### src/hw/rtl/rkd_front.sv
// ----------------------------------------------------------------------------
// rkd_front
// Input side: takes step items and queues them, tagged with their last-step
// flag, in a two-entry queue ahead of the accumulator lanes.
// ----------------------------------------------------------------------------
module rkd_front #(
    parameter int DATA_W = 128
) (
    input  logic              i_clk,
    input  logic              i_rst_n,
    input  logic              i_valid,
    output logic              o_ready,
    input  logic [DATA_W-1:0] i_data,
    input  logic              i_last,
    output logic              o_valid,
    input  logic              i_ready,
    output logic [DATA_W-1:0] o_data,
    output logic              o_last
);
    logic [DATA_W:0] r_mem [2];
    logic            r_wr_ptr;
    logic            r_rd_ptr;
    logic [1:0]      r_count;
    logic            w_push;
    logic            w_pop;

    assign o_ready = (r_count != 2'd2);
    assign o_valid = (r_count != 2'd0);
    assign w_push  = i_valid && o_ready;
    assign w_pop   = o_valid && i_ready;
    assign o_data  = r_mem[r_rd_ptr][DATA_W-1:0];
    assign o_last  = r_mem[r_rd_ptr][DATA_W];

    always_ff @(posedge i_clk) begin
        if (!i_rst_n) begin
            r_wr_ptr <= 1'b0;
            r_rd_ptr <= 1'b0;
            r_count  <= 2'd0;
        end else begin
            if (w_push) begin
                r_wr_ptr <= !r_wr_ptr;
            end
            if (w_pop) begin
                r_rd_ptr <= !r_rd_ptr;
            end
            case ({w_push, w_pop})
                2'b10:   r_count <= r_count + 2'd1;
                2'b01:   r_count <= r_count - 2'd1;
                default: r_count <= r_count;
            endcase
        end
    end

    always_ff @(posedge i_clk) begin
        if (w_push) begin
            r_mem[r_wr_ptr] <= {i_last, i_data};
        end
    end

endmodule

### config.mk
export PLATFORM = sky130hd
export DESIGN_NAME = rkd_front
export DESIGN_NICKNAME = d
export VERILOG_FILES = /design/src/hw/rtl/rkd_front.sv
export SDC_FILE = /design/constraint.sdc
export NUM_CORES = 1
export LEC_CHECK = 0
export BUFFER_PORTS_ARGS = -buffer_cell sky130_fd_sc_hd__buf_2
export CAP_MARGIN = 20
export CORE_MARGIN = 1.5
export CORE_UTILIZATION = 56
export DETAILED_ROUTE_END_ITERATION = 12
export MAX_ROUTING_LAYER = met4
export PLACE_DENSITY = 0.85
export SLEW_MARGIN = 20
export SYNTH_ARGS = -nofsm -noshare
export SYNTH_HDL_FRONTEND = slang
export SYNTH_SLANG_ARGS = --single-unit
### constraint.sdc
create_clock -name i_clk -period 11.4 [get_ports i_clk]
set_clock_uncertainty 0.15 [all_clocks]
set_input_delay 1.14 -clock i_clk [delete_from_list [all_inputs] [get_ports i_clk]]
set_output_delay 1.14 -clock i_clk [all_outputs]
set_load 0.005 [all_outputs]
# Word-level counts from Yosys, hierarchy flattened
# Memory sizes are Yosys's and may differ from the RTL's. A register that Yosys moved wholly into a read port is not among the register bits.
# Index checks and enable logic that the tools add are counted.
[totals]
reg_bits = 4
ramBits = 258
in_bits = 133
output_inout_bits = 131
wordCells = 20
mem_count = 1
[classes]
n_addsub = 2
eq_ne = 3
n_mux = 5
n_reduce_logical = 6
[memory_table]
columns = ["name", "words", "word_bits", "rd", "rd_ports_with_merged_regs", "wr", "line", "text"]
rows = [
  ["r_mem", 2, 129, 1, 1, 1, "20", "logic [DATA_W:0] r_mem [2];"],
]
[ops]
columns = ["operator", "n"]
rows = [
  ["two-way mux 1 bit", 4],
  ["one-hot mux 2 bit (2 select lines)", 1],
  ["nonzero test 2 bit", 2],
  ["adder 2 x 1 -> 2 bit, second input constant", 1],
  ["equality test 2 x 1 -> 1 bit, second input constant", 1],
  ["equality test 2 bit, second input constant", 1],
  ["logical AND 1 bit", 2],
  ["logical NOT 1 bit", 2],
  ["!= test 2 bit, second input constant", 1],
  ["subtractor 2 x 1 -> 2 bit, second input constant", 1],
]

# Longest topological paths before layout
# Gate-level depths: netlist of run 1.
[logic_depth]
ltp_word = 4
depth_mapped = 6
mapped_depth_nobuf = 6

# Worst setup path after synthesis of run 1
# No wires, ideal clock.
[synth_timing]
path_kind = "input port to flip-flop"
start = "input port i_valid"
end = "memory r_mem[1][0] in the netlist's numbering (enable)"
setup_time_ns = 0.504
arrival_ns = 4.159
required_ns = 10.746
setup_slack_ns = 6.587
stages = 1
n_path_buf = 0
cell_sequence = "and3_1"
[synth_via]
elab_chain_len = 3
[synth_rtl]
columns = ["item", "line", "text"]
rows = [
  ["from (decl)", "11", "input logic i_valid,"],
  ["logical AND 1 bit", "29", "assign w_push = i_valid && o_ready;"],
  ["two-way mux 1 bit", "55", "if (w_push) begin"],
  ["two-way mux 1 bit (not written as such)", "56", "r_mem[r_wr_ptr] <= {i_last, i_data};"],
  ["to (decl)", "20", ""],
]
# No other way between the ends.

==> results of run 1 <==
[final timing paths]
path,endpoint,depth (start not counted)
setup / recovery,o_data[109],3
hold / removal,r_count[1],2
setup reg to reg,r_mem[1][110],3
hold reg to reg,r_count[1],2
[registers in the layout (all words and copies together), names as in the netlist, named ones only]
register / cells
r_count: 2
r_mem: 258
r_rd_ptr: 1
r_wr_ptr: 1
[routing by layer]
| layer | routed length (um) | global-route usage [%] |
|---|---|---|
| met1 | 7120 | 25.3 |
| met2 | 8970 | 33.6 |
| met3 | 1210 | 4.57 |
| met4 | 444 | 6.16 |
| met5 | 0 | - |
[metrics by stage]
step | hold slack [ns] | cell area [sq um] | total power, mW | setup slack [ns] | cells
2_1_floorplan | 0.329 | 9530 | 1.65 | 6.59 | 425
3_3_place_gp | 0.339 | 11100 | 1.86 | 7.85 | 897
3_5_place_dp | 0.370 | 11100 | 1.88 | 7.80 | 897
4_1_cts | 0.380 | 11800 | 2.66 | 7.24 | 943
5_1_grt | 0.418 | 11800 | 2.75 | 7.11 | 944
6_report | 0.378 | 11800 | 2.64 | 7.26 | 944
[logic make-up (layout without fill, tap and decap cells)]
logic type / Yosys count / count (layout) / share of synthesized area (%)
flip-flops: 263 / 263 / 82.3
multiplexers: 129 / 129 / 15.2
buffers and inverters: 15 / 313 / 1.06
AND/OR/NAND/NOR: 9 / 9 / 0.578
AO/OA/AOI/OAI: 5 / 5 / 0.394
XOR/XNOR: 3 / 3 / 0.276
adder cells (fa/ha/maj): 1 / 1 / 0.131
other: 0 / 1 / 0
[power by group through the flow]
| stage | combinational, mW | sequential, mW | clock (mW) |
|---|---|---|---|
| floorplan | 0.370 | 1.28 | 0 |
| global placement | 0.563 | 1.29 | 0 |
| detailed placement | 0.578 | 1.30 | 0 |
| CTS | 0.586 | 1.28 | 0.791 |
| global route | 0.623 | 1.30 | 0.826 |
| finish | 0.577 | 1.28 | 0.777 |
[area by class of cell]
cell class	instances	area, sq um
Multi-Input combinational cell	147	1590
Clock inverter	10	70.1
Tap cell	220	275
Fill cell	1033	4740
Timing Repair Buffer	266	1340
Clock buffer	36	709
Antenna cell	1	2.50
Sequential cell	263	7850
Inverter	1	6.26
[worst reg2reg max path, delay by kind of cell, from the launching register on]
family	cells	cell delay [ns]
simple gates	2	1.01
buf+inv	1	0.86
flops	1	0.43
[synthesized netlist by cell type (2+ instances only)]
cell type  instances
edfxtp_1         258
buf_4             11
buf_2              3
nor2b_1            2
mux2_2           129
dfxtp_1            5
xnor2_1            3
==> summary.txt, run 1 <==
worst-case register-to-register setup slack = 8.51 ns
# IOs = 264
commonest non-fill, non-tap cell in the layout = buf_2
number of endpoints failing setup at the final stage = 0
routed length per placed instance = 18.8 um
final wirelength = 17700 um
count of different cell masters after synthesis = 21
net switching share of the total power = 24.9%
total of hold buffers inserted after clock tree synthesis = 0
number of warning messages in the yosys log = 0
commonest cells after routing, fill and taps aside = 263 x buf_2, 258 x edfxtp_1, 129 x mux2_2, 27 x clkbuf_16, 9 x clkbuf_1
Cells after Synth = 425
weighted congestion at the end of routability-driven global placement = 0.770
Antenna Nets Post-Route = 0
Clock power frac = 29.5%
GRT overflow = 0
Die X = 133 um
pin count of the biggest net entering global routing = 79
number of antenna violations at the first check in global routing = 1
worst vdd rail ir drop = 154 uV
insertion delay to the later sink of the worst-skew pair = 0.51 ns
number of nets at the end of the flow = 839
per-cell via count in the routed design = 5.19
final number of hold-violating endpoints = 0
highest attainable clock frequency = 242 MHz
Resized Gates After CTS = 0
# DRC = 0
final sum of negative setup slack = 0 ns
setup repair after global routing missed its margin = false
actual transition at the worst max-transition pin = 1.04 ns
Site Rows = 47
area of the core region = 0.0166 sq mm
worst-path cell with the longest stage delay = buf_4
die outline area = 0.0178 sq mm
total via count after detailed routing = 4897
Final Max Slew Viols = 0
worst endpoint data arrival time = 2.85 ns
number of global-route vias before repair = 5158
Post-synth EDFFs = 258
CP top delay family = buffers and inverters
critical path peak fanout = 78
overall die height = 133 um
net switching power of the design = 0.656 mW
type of the worst setup path = flip-flop to primary output
dominant register cell in the synthesized netlist = edfxtp_1
number of maximum-capacitance violations = 0
worst hold path class = flip-flop to flip-flop
Pre-antenna DRT Iters = 6
average cell area after synthesis = 22.4 sq um
number of DRC markers in iteration 0 = 255
number of H-tree levels = 1
cell internal pwr = 1.98 mW
clock transition at the register clock pins on the worst setup and hold paths after CTS = 0.06 ns
root buf cell = clkbuf_16
global-route total usage across every layer = 20.3%
leakage component of the power = 4.41 nW
Num CTS Buffers = 26
Area growth, synth to finish = 24.2%
final critical-path required period = 4.14 ns
sequence of cells on the critical path = buf_4 -> mux2_2 -> buf_2
I/O Buffers = 263
result of the run = finished, final reports clean
element type at the critical path end = primary output
proportion of power drawn by combinational gates = 21.9%
netlist area before placement = 0.00953 sq mm
post-synthesis sequential element count = 263
area leader, netlist = edfxtp_1
highest cell delay on the worst timing path = 0.85 ns
global-route wire length before repair = 27200 um
final period utilization = 36.3%
critical path launch point type = flip-flop
final core utilization = 71.4%
cell types occupying the most area after synthesis = edfxtp_1 81%, mux2_2 15%, dfxtp_1 1.1%, buf_4 0.87%, xnor2_1 0.28%
worst reg2reg path startpoint = r_count[0]
setup bufs post-CTS = 0
worst slew slack as a fraction of its limit = 30.6%
fraction of the yosys area taken by sequential cells = 82.3%
post-synthesis net count = 559
share of layout cells above drive strength 1 = 59.9%
HPWL Detailed = 11500 um
area fraction of the dominant cell type after synthesis = 81.3%
source of the worst hold timing path = r_count[1]
Req. time, crit path = 10.11 ns
number of buffer and inverter stages on the critical path = 2
CTS tree = yes
starting density of the core = 57.5%
power per unit of standard cell area = 223 mW/mm^2
part of the total power dissipated in sequential elements = 48.6%
CTS max path bufs = 3
clock tree sinks = 263
share of flip-flops with an asynchronous set or reset after synthesis = 0%
(Power assumes the default switching activity.)
==> run 2: changes to the inputs <==
- CORE_UTILIZATION: 56 -> 52
- PLACE_DENSITY: 0.85 -> 0.79
- clock period: 11.4 -> 4.15 ns (I/O delays scaled with it)
==> run 2 against run 1 <==
  * Cell area grew 12%
  * Critical path depth stayed put
  * Setup slack got worse by 6.0 ns
  * Final cell count increased by 15%
  * Clock power increased to 2.9 times the previous value
  * Largest power group unchanged
  * Worst hold slack worse by 0.33 ns
  * Wire length grew 20%
  * Combinational power grew to 3.0 times the previous value
  * Highest routed layer unchanged
  * Critical path type unchanged
==> summary.txt, run 2 (synthesized netlist as in run 1, its figures left out) <==
clock tree sinks = 263 (unchanged)
commonest cells after routing, fill and taps aside = 263 x buf_2, 258 x edfxtp_1, 129 x mux2_2, 129 x dlygate4sd3_1, 27 x clkbuf_16
starting density of the core = 53.1% (-4.4 points)
insertion delay to the later sink of the worst-skew pair = 0.51 ns (about the same)
number of buffer and inverter stages on the critical path = 2 (unchanged)
number of endpoints failing setup at the final stage = 0 (unchanged)
final wirelength = 21300 um (+20%)
# DRC = 0 (unchanged)
worst vdd rail ir drop = 516 uV (+240%)
worst endpoint data arrival time = 2.36 ns (-0.49 ns)
Req. time, crit path = 3.59 ns (-6.52 ns)
overall die height = 138 um (+3.7%)
type of the worst setup path = flip-flop to primary output
footprint of the multi-input gates = 0.00159 sq mm (unchanged)
total via count after detailed routing = 5525 (+13%)
number of global-route vias before repair = 6188 (+20%)
Die X = 138 um (+3.7%)
HPWL Detailed = 11800 um (+2.3%)
Final Max Slew Viols = 0 (unchanged)
# IOs = 264 (unchanged)
final hold slack = 0.0438 ns (-0.334 ns)
number of H-tree levels = 1 (unchanged)
power per unit of standard cell area = 568 mW/mm^2 (+150%)
register name with the most flops = r_mem
register area = 0.00785 sq mm (unchanged)
CTS max path bufs = 3 (unchanged)
number of nets at the end of the flow = 970 (+16%)
global-route total usage across every layer = 22.5% (+2.2 points)
number of DRC markers in iteration 0 = 256 (+0.39%)
post-route setup slack = 1.22 ns (-6.04 ns)
Site Rows = 49 (+4.3%)
GRT overflow = 0 (unchanged)
per-cell via count in the routed design = 5.10 (-1.7%)
worst hold path class = input port to flip-flop
clock transition at the register clock pins on the worst setup and hold paths after CTS = 0.06 ns (about the same)
actual transition at the worst max-transition pin = 0.847 ns (-0.194 ns)
die outline area = 0.0192 sq mm (+7.5%)
final critical-path required period = 2.93 ns
routed length per placed instance = 19.6 um (+4.5%)
largest registers = r_mem (258), r_count (2)
final sum of negative setup slack = 0 ns (unchanged)
final core utilization = 73.6% (+2.2 points)
worst slew slack as a fraction of its limit = 43.5% (+13 points)
Pre-antenna DRT Iters = 4 (-2)
CP top delay family = flip-flops
Antenna Nets Post-Route = 0 (unchanged)
root buf cell = clkbuf_16
number of fillers in the final layout = 1042 (+0.87%)
critical path launch point type = flip-flop
global-route wire length before repair = 32400 um (+19%)
setup repair after global routing missed its margin = false
highest cell delay on the worst timing path = 0.78 ns (-0.07 ns)
I/O Buffers = 263 (unchanged)
share of layout cells above drive strength 1 = 51.1% (-8.8 points)
Area growth, synth to finish = 38.7%
number of antenna violations at the first check in global routing = 1 (unchanged)
commonest non-fill, non-tap cell in the layout = buf_2
Num CTS Buffers = 27 (+3.8%)
worst-path cell with the longest stage delay = dfxtp_4
pin count of the biggest net entering global routing = 81 (+2.5%)
final number of hold-violating endpoints = 0 (unchanged)
Resized Gates After CTS = 0 (unchanged)
weighted congestion at the end of routability-driven global placement = 0.742 (-3.7%)
CTS tree = yes
final period utilization = 70.5%
result of the run = finished, final reports clean
leakage component of the power = 4.98 nW (+13%)
number of maximum-capacitance violations = 0 (unchanged)
area of the core region = 0.0180 sq mm (+8.3%)
number of flip-flops in the largest register = 258 (unchanged)
element type at the critical path end = primary output
critical path peak fanout = 80 (+2.6%)
worst slack at placement = 1.67 ns (-6.13 ns)
highest attainable clock frequency = 342 MHz
sequence of cells on the critical path = buf_12 -> mux2_2 -> buf_2
==> run 2: cell types whose count changed in the layout (fill, tap and decap cells not counted) <==
| cell | change |
|---|---|
| buf_12 | +3 |
| buf_4 | -2 |
| bufinv_16 | +1 |
| clkbuf_1 | -5 |
| clkinv_1 | +3 |
| clkinv_2 | -1 |
| clkinv_4 | +1 |
| clkinvlp_4 | +1 |
| dlygate4sd3_1 | +129 |
==> run 2: where the power goes <==
part	leakage (nW)	internal [mW]	switching, mW
logic	2.13	0.932	0.801
registers	2.46	3.36	0.173
clock network	0.397	1.31	0.940
==> run 2: repair_timing <==
action                                 CTS  global route
hold buffers                           129             0
endpoints found under the hold margin  258             0
buffers inserted                         0             0
setup endpoints to repair                0             0
==> run 2: path summary, 6_finish.rpt <==
path | start | end | slack (ns) | depth (start not counted)
setup / recovery | flip-flop | o_data[57] | 1.22 | 3
hold / removal | i_rst_n | flip-flop | 0.04 | 2
setup reg to reg | r_count[0] | r_mem[0][27] | 1.68 | 4
hold reg to reg | r_count[1] | r_count[1] | 0.39 | 2
==> run 2: per-layer routing <==
layer	share of wire [%]	global-route usage (%)
met4	3.8	8.53
met1	38	24.2
met3	5.2	4.40
met5	0	-
met2	53	40.9
==> run 2: stage by stage <==
stage | instances | area [sq um] | power (mW)
finish | 1083 | 13200 | 7.51
floorplan | 425 | 9530 | 4.51
global route | 1083 | 13200 | 7.79
detailed placement | 907 | 11100 | 5.19
CTS | 1082 | 13200 | 7.53
global placement | 907 | 11100 | 5.12
==> run 2: layout make-up <==
type                            count  share of cell area, %
Clock inverter                     15                  0.927
Multi-Input combinational cell    147                   12.0
Antenna cell                        1                 0.0189
Sequential cell                   263                   59.4
Clock buffer                       31                   5.22
Tap cell                          229                   2.17
Inverter                            1                 0.0473
Timing Repair Buffer              396                   20.2
==> run 3: changes to the inputs <==
- CORE_UTILIZATION: 52 -> 47
- PLACE_DENSITY: 0.79 -> 0.76
- clock period: 4.15 -> 2.45 ns (I/O delays scaled with it)
==> run 3 against run 2 <==
  * Critical path depth stayed put
  * Count of clock-buffer cells in the layout increased by 1
  * Sequential share of layout area shrank 0.52 points
  * Worst hold slack worse by 0.011 ns
  * Global-route usage down 3.0 points
  * Core utilization fell by 5.7 points
  * Power grew 68%
  * Wire length shrank 5.2%
  * Die area grew 10%
  * Critical path type unchanged
  * Largest cell class unchanged
==> summary.txt, run 3 (synthesized netlist as in run 1, its figures left out) <==
result of the run = finished, final reports clean
largest registers = r_mem (258), r_count (2)
leakage component of the power = 5.00 nW (+0.55%)
commonest non-fill, non-tap cell in the layout = buf_2
post-route setup slack = 0.263 ns (-0.961 ns)
critical path launch point type = flip-flop
Area growth, synth to finish = 40.0%
final number of hold-violating endpoints = 0 (unchanged)
number of maximum-capacitance violations = 0 (unchanged)
Pre-antenna DRT Iters = 6 (+2)
number of DRC markers in iteration 0 = 191 (-25%)
Num CTS Buffers = 26 (-3.7%)
Site Rows = 51 (+4.1%)
number of placed cells counting well taps = 947 (+4.4%)
final core utilization = 67.9% (-5.7 points)
CTS max path bufs = 3 (unchanged)
number of flip-flops in the largest register = 258 (unchanged)
setup repair after global routing missed its margin = false
root buf cell = clkbuf_16
clock transition at the register clock pins on the worst setup and hold paths after CTS = 0.06 ns (about the same)
Resized Gates After CTS = 0 (unchanged)
GRT overflow = 0 (unchanged)
routed length per placed instance = 17.9 um (-8.9%)
clock tree sinks = 263 (unchanged)
total via count after detailed routing = 5452 (-1.3%)
element type at the critical path end = primary output
setup bufs post-CTS = 0 (unchanged)
HPWL Detailed = 11700 um (-0.42%)
final wirelength = 20200 um (-5.2%)
final period utilization = 89.3%
number of H-tree levels = 1 (unchanged)
actual transition at the worst max-transition pin = 0.480 ns (-0.367 ns)
Req. time, crit path = 2.06 ns (-1.53 ns)
insertion delay to the later sink of the worst-skew pair = 0.52 ns (about the same)
I/O Buffers = 263 (unchanged)
CTS tree = yes
Die X = 145 um (+5.1%)
highest attainable clock frequency = 457 MHz
power per unit of standard cell area = 946 mW/mm^2 (+67%)
per-cell via count in the routed design = 4.84 (-5.2%)
count of placed standard cells in the final layout, fillers left out = 1127 (+4.1%)
worst hold path class = input port to flip-flop
global-route wire length before repair = 31600 um (-2.5%)
number of antenna violations at the first check in global routing = 1 (unchanged)
# IOs = 264 (unchanged)
die outline area = 0.0211 sq mm (+10%)
starting density of the core = 48.5% (-4.6 points)
type of the worst setup path = flip-flop to primary output
post-route standard cell area excluding fillers = 0.0133 sq mm (+0.91%)
final critical-path required period = 2.19 ns
pin count of the biggest net entering global routing = 69 (-15%)
Post-DP Area = 0.0112 sq mm (+1.1%)
register name with the most flops = r_mem
number of global-route vias before repair = 6094 (-1.5%)
total of hold buffers inserted after clock tree synthesis = 131 (+1.6%)
number of endpoints failing setup at the final stage = 0 (unchanged)
overall die height = 145 um (+5.1%)
commonest cells after routing, fill and taps aside = 263 x buf_2, 258 x edfxtp_1, 131 x dlygate4sd3_1, 129 x mux2_2, 27 x clkbuf_16
worst endpoint data arrival time = 1.79 ns (-0.57 ns)
area of the core region = 0.0197 sq mm (+9.4%)
global-route total usage across every layer = 19.5% (-3.0 points)
worst vdd rail ir drop = 709 uV (+37%)
number of nets at the end of the flow = 975 (+0.52%)
Antenna Nets Post-Route = 0 (unchanged)
critical path peak fanout = 67 (-16%)
# DRC = 0 (unchanged)
Final Max Slew Viols = 0 (unchanged)
weighted congestion at the end of routability-driven global placement = 0.798 (+7.7%)
share of layout cells above drive strength 1 = 51.2% (+0.11 points)
worst slew slack as a fraction of its limit = 67.9% (+24 points)
worst slack at placement = 0.495 ns (-1.17 ns)
[run 3: worst max-delay path: stages, from the launching register on]
cell and delay (ns):
dfxtp_4 0.37, buf_12 0.28, mux2_2 0.40, buf_2 0.14
[run 3: final cells by class]
cell class              instances  area (sq um)
flip-flops and latches        263          7850
repair buffers                402          2760
multi-input cells             147          1600
fillers                      1290          6310
well taps                     265           332
clock buffers                  32           694
inverters                       1          7.51
diodes                          1          2.50
clock inverters                16          96.3
[run 3: worst paths after layout]
| kind | slack (ns) | to | start | cells past startpoint |
|---|---|---|---|---|
| setup reg to reg | 0.49 | r_mem[0][81] | r_count[1] | 4 |
| setup / recovery | 0.26 | o_data[93] | flip-flop | 3 |
| hold / removal | 0.03 | flip-flop | i_ready | 4 |
| hold reg to reg | 0.40 | flip-flop | r_rd_ptr | 2 |
[run 3: where the power goes]
part           internal, mW  switching (mW)  total, mW
clock network          2.10            1.54       3.64
logic                  1.65            1.48       3.13
registers              5.68           0.168       5.85
[run 3: metrics by stage]
step | TNS [ns] | hold WS, ns | power [mW]
6_report | 0 | 0.0332 | 12.6
5_1_grt | 0 | 0.0655 | 13.2
4_1_cts | 0 | 0.0163 | 12.7
3_5_place_dp | 0 | 0.287 | 8.87
3_3_place_gp | 0 | 0.282 | 8.75
2_1_floorplan | -114.24 | 0.194 | 7.64
[run 3: per-layer routing]
layer  vias to the layer above  wire (um)  track usage, %
met1                      2643       7790            22.0
met5                         -          0               -
li1                       2532          -               -
met2                       230      10500            34.4
met4                         0        588            5.97
met3                        47       1310            4.58
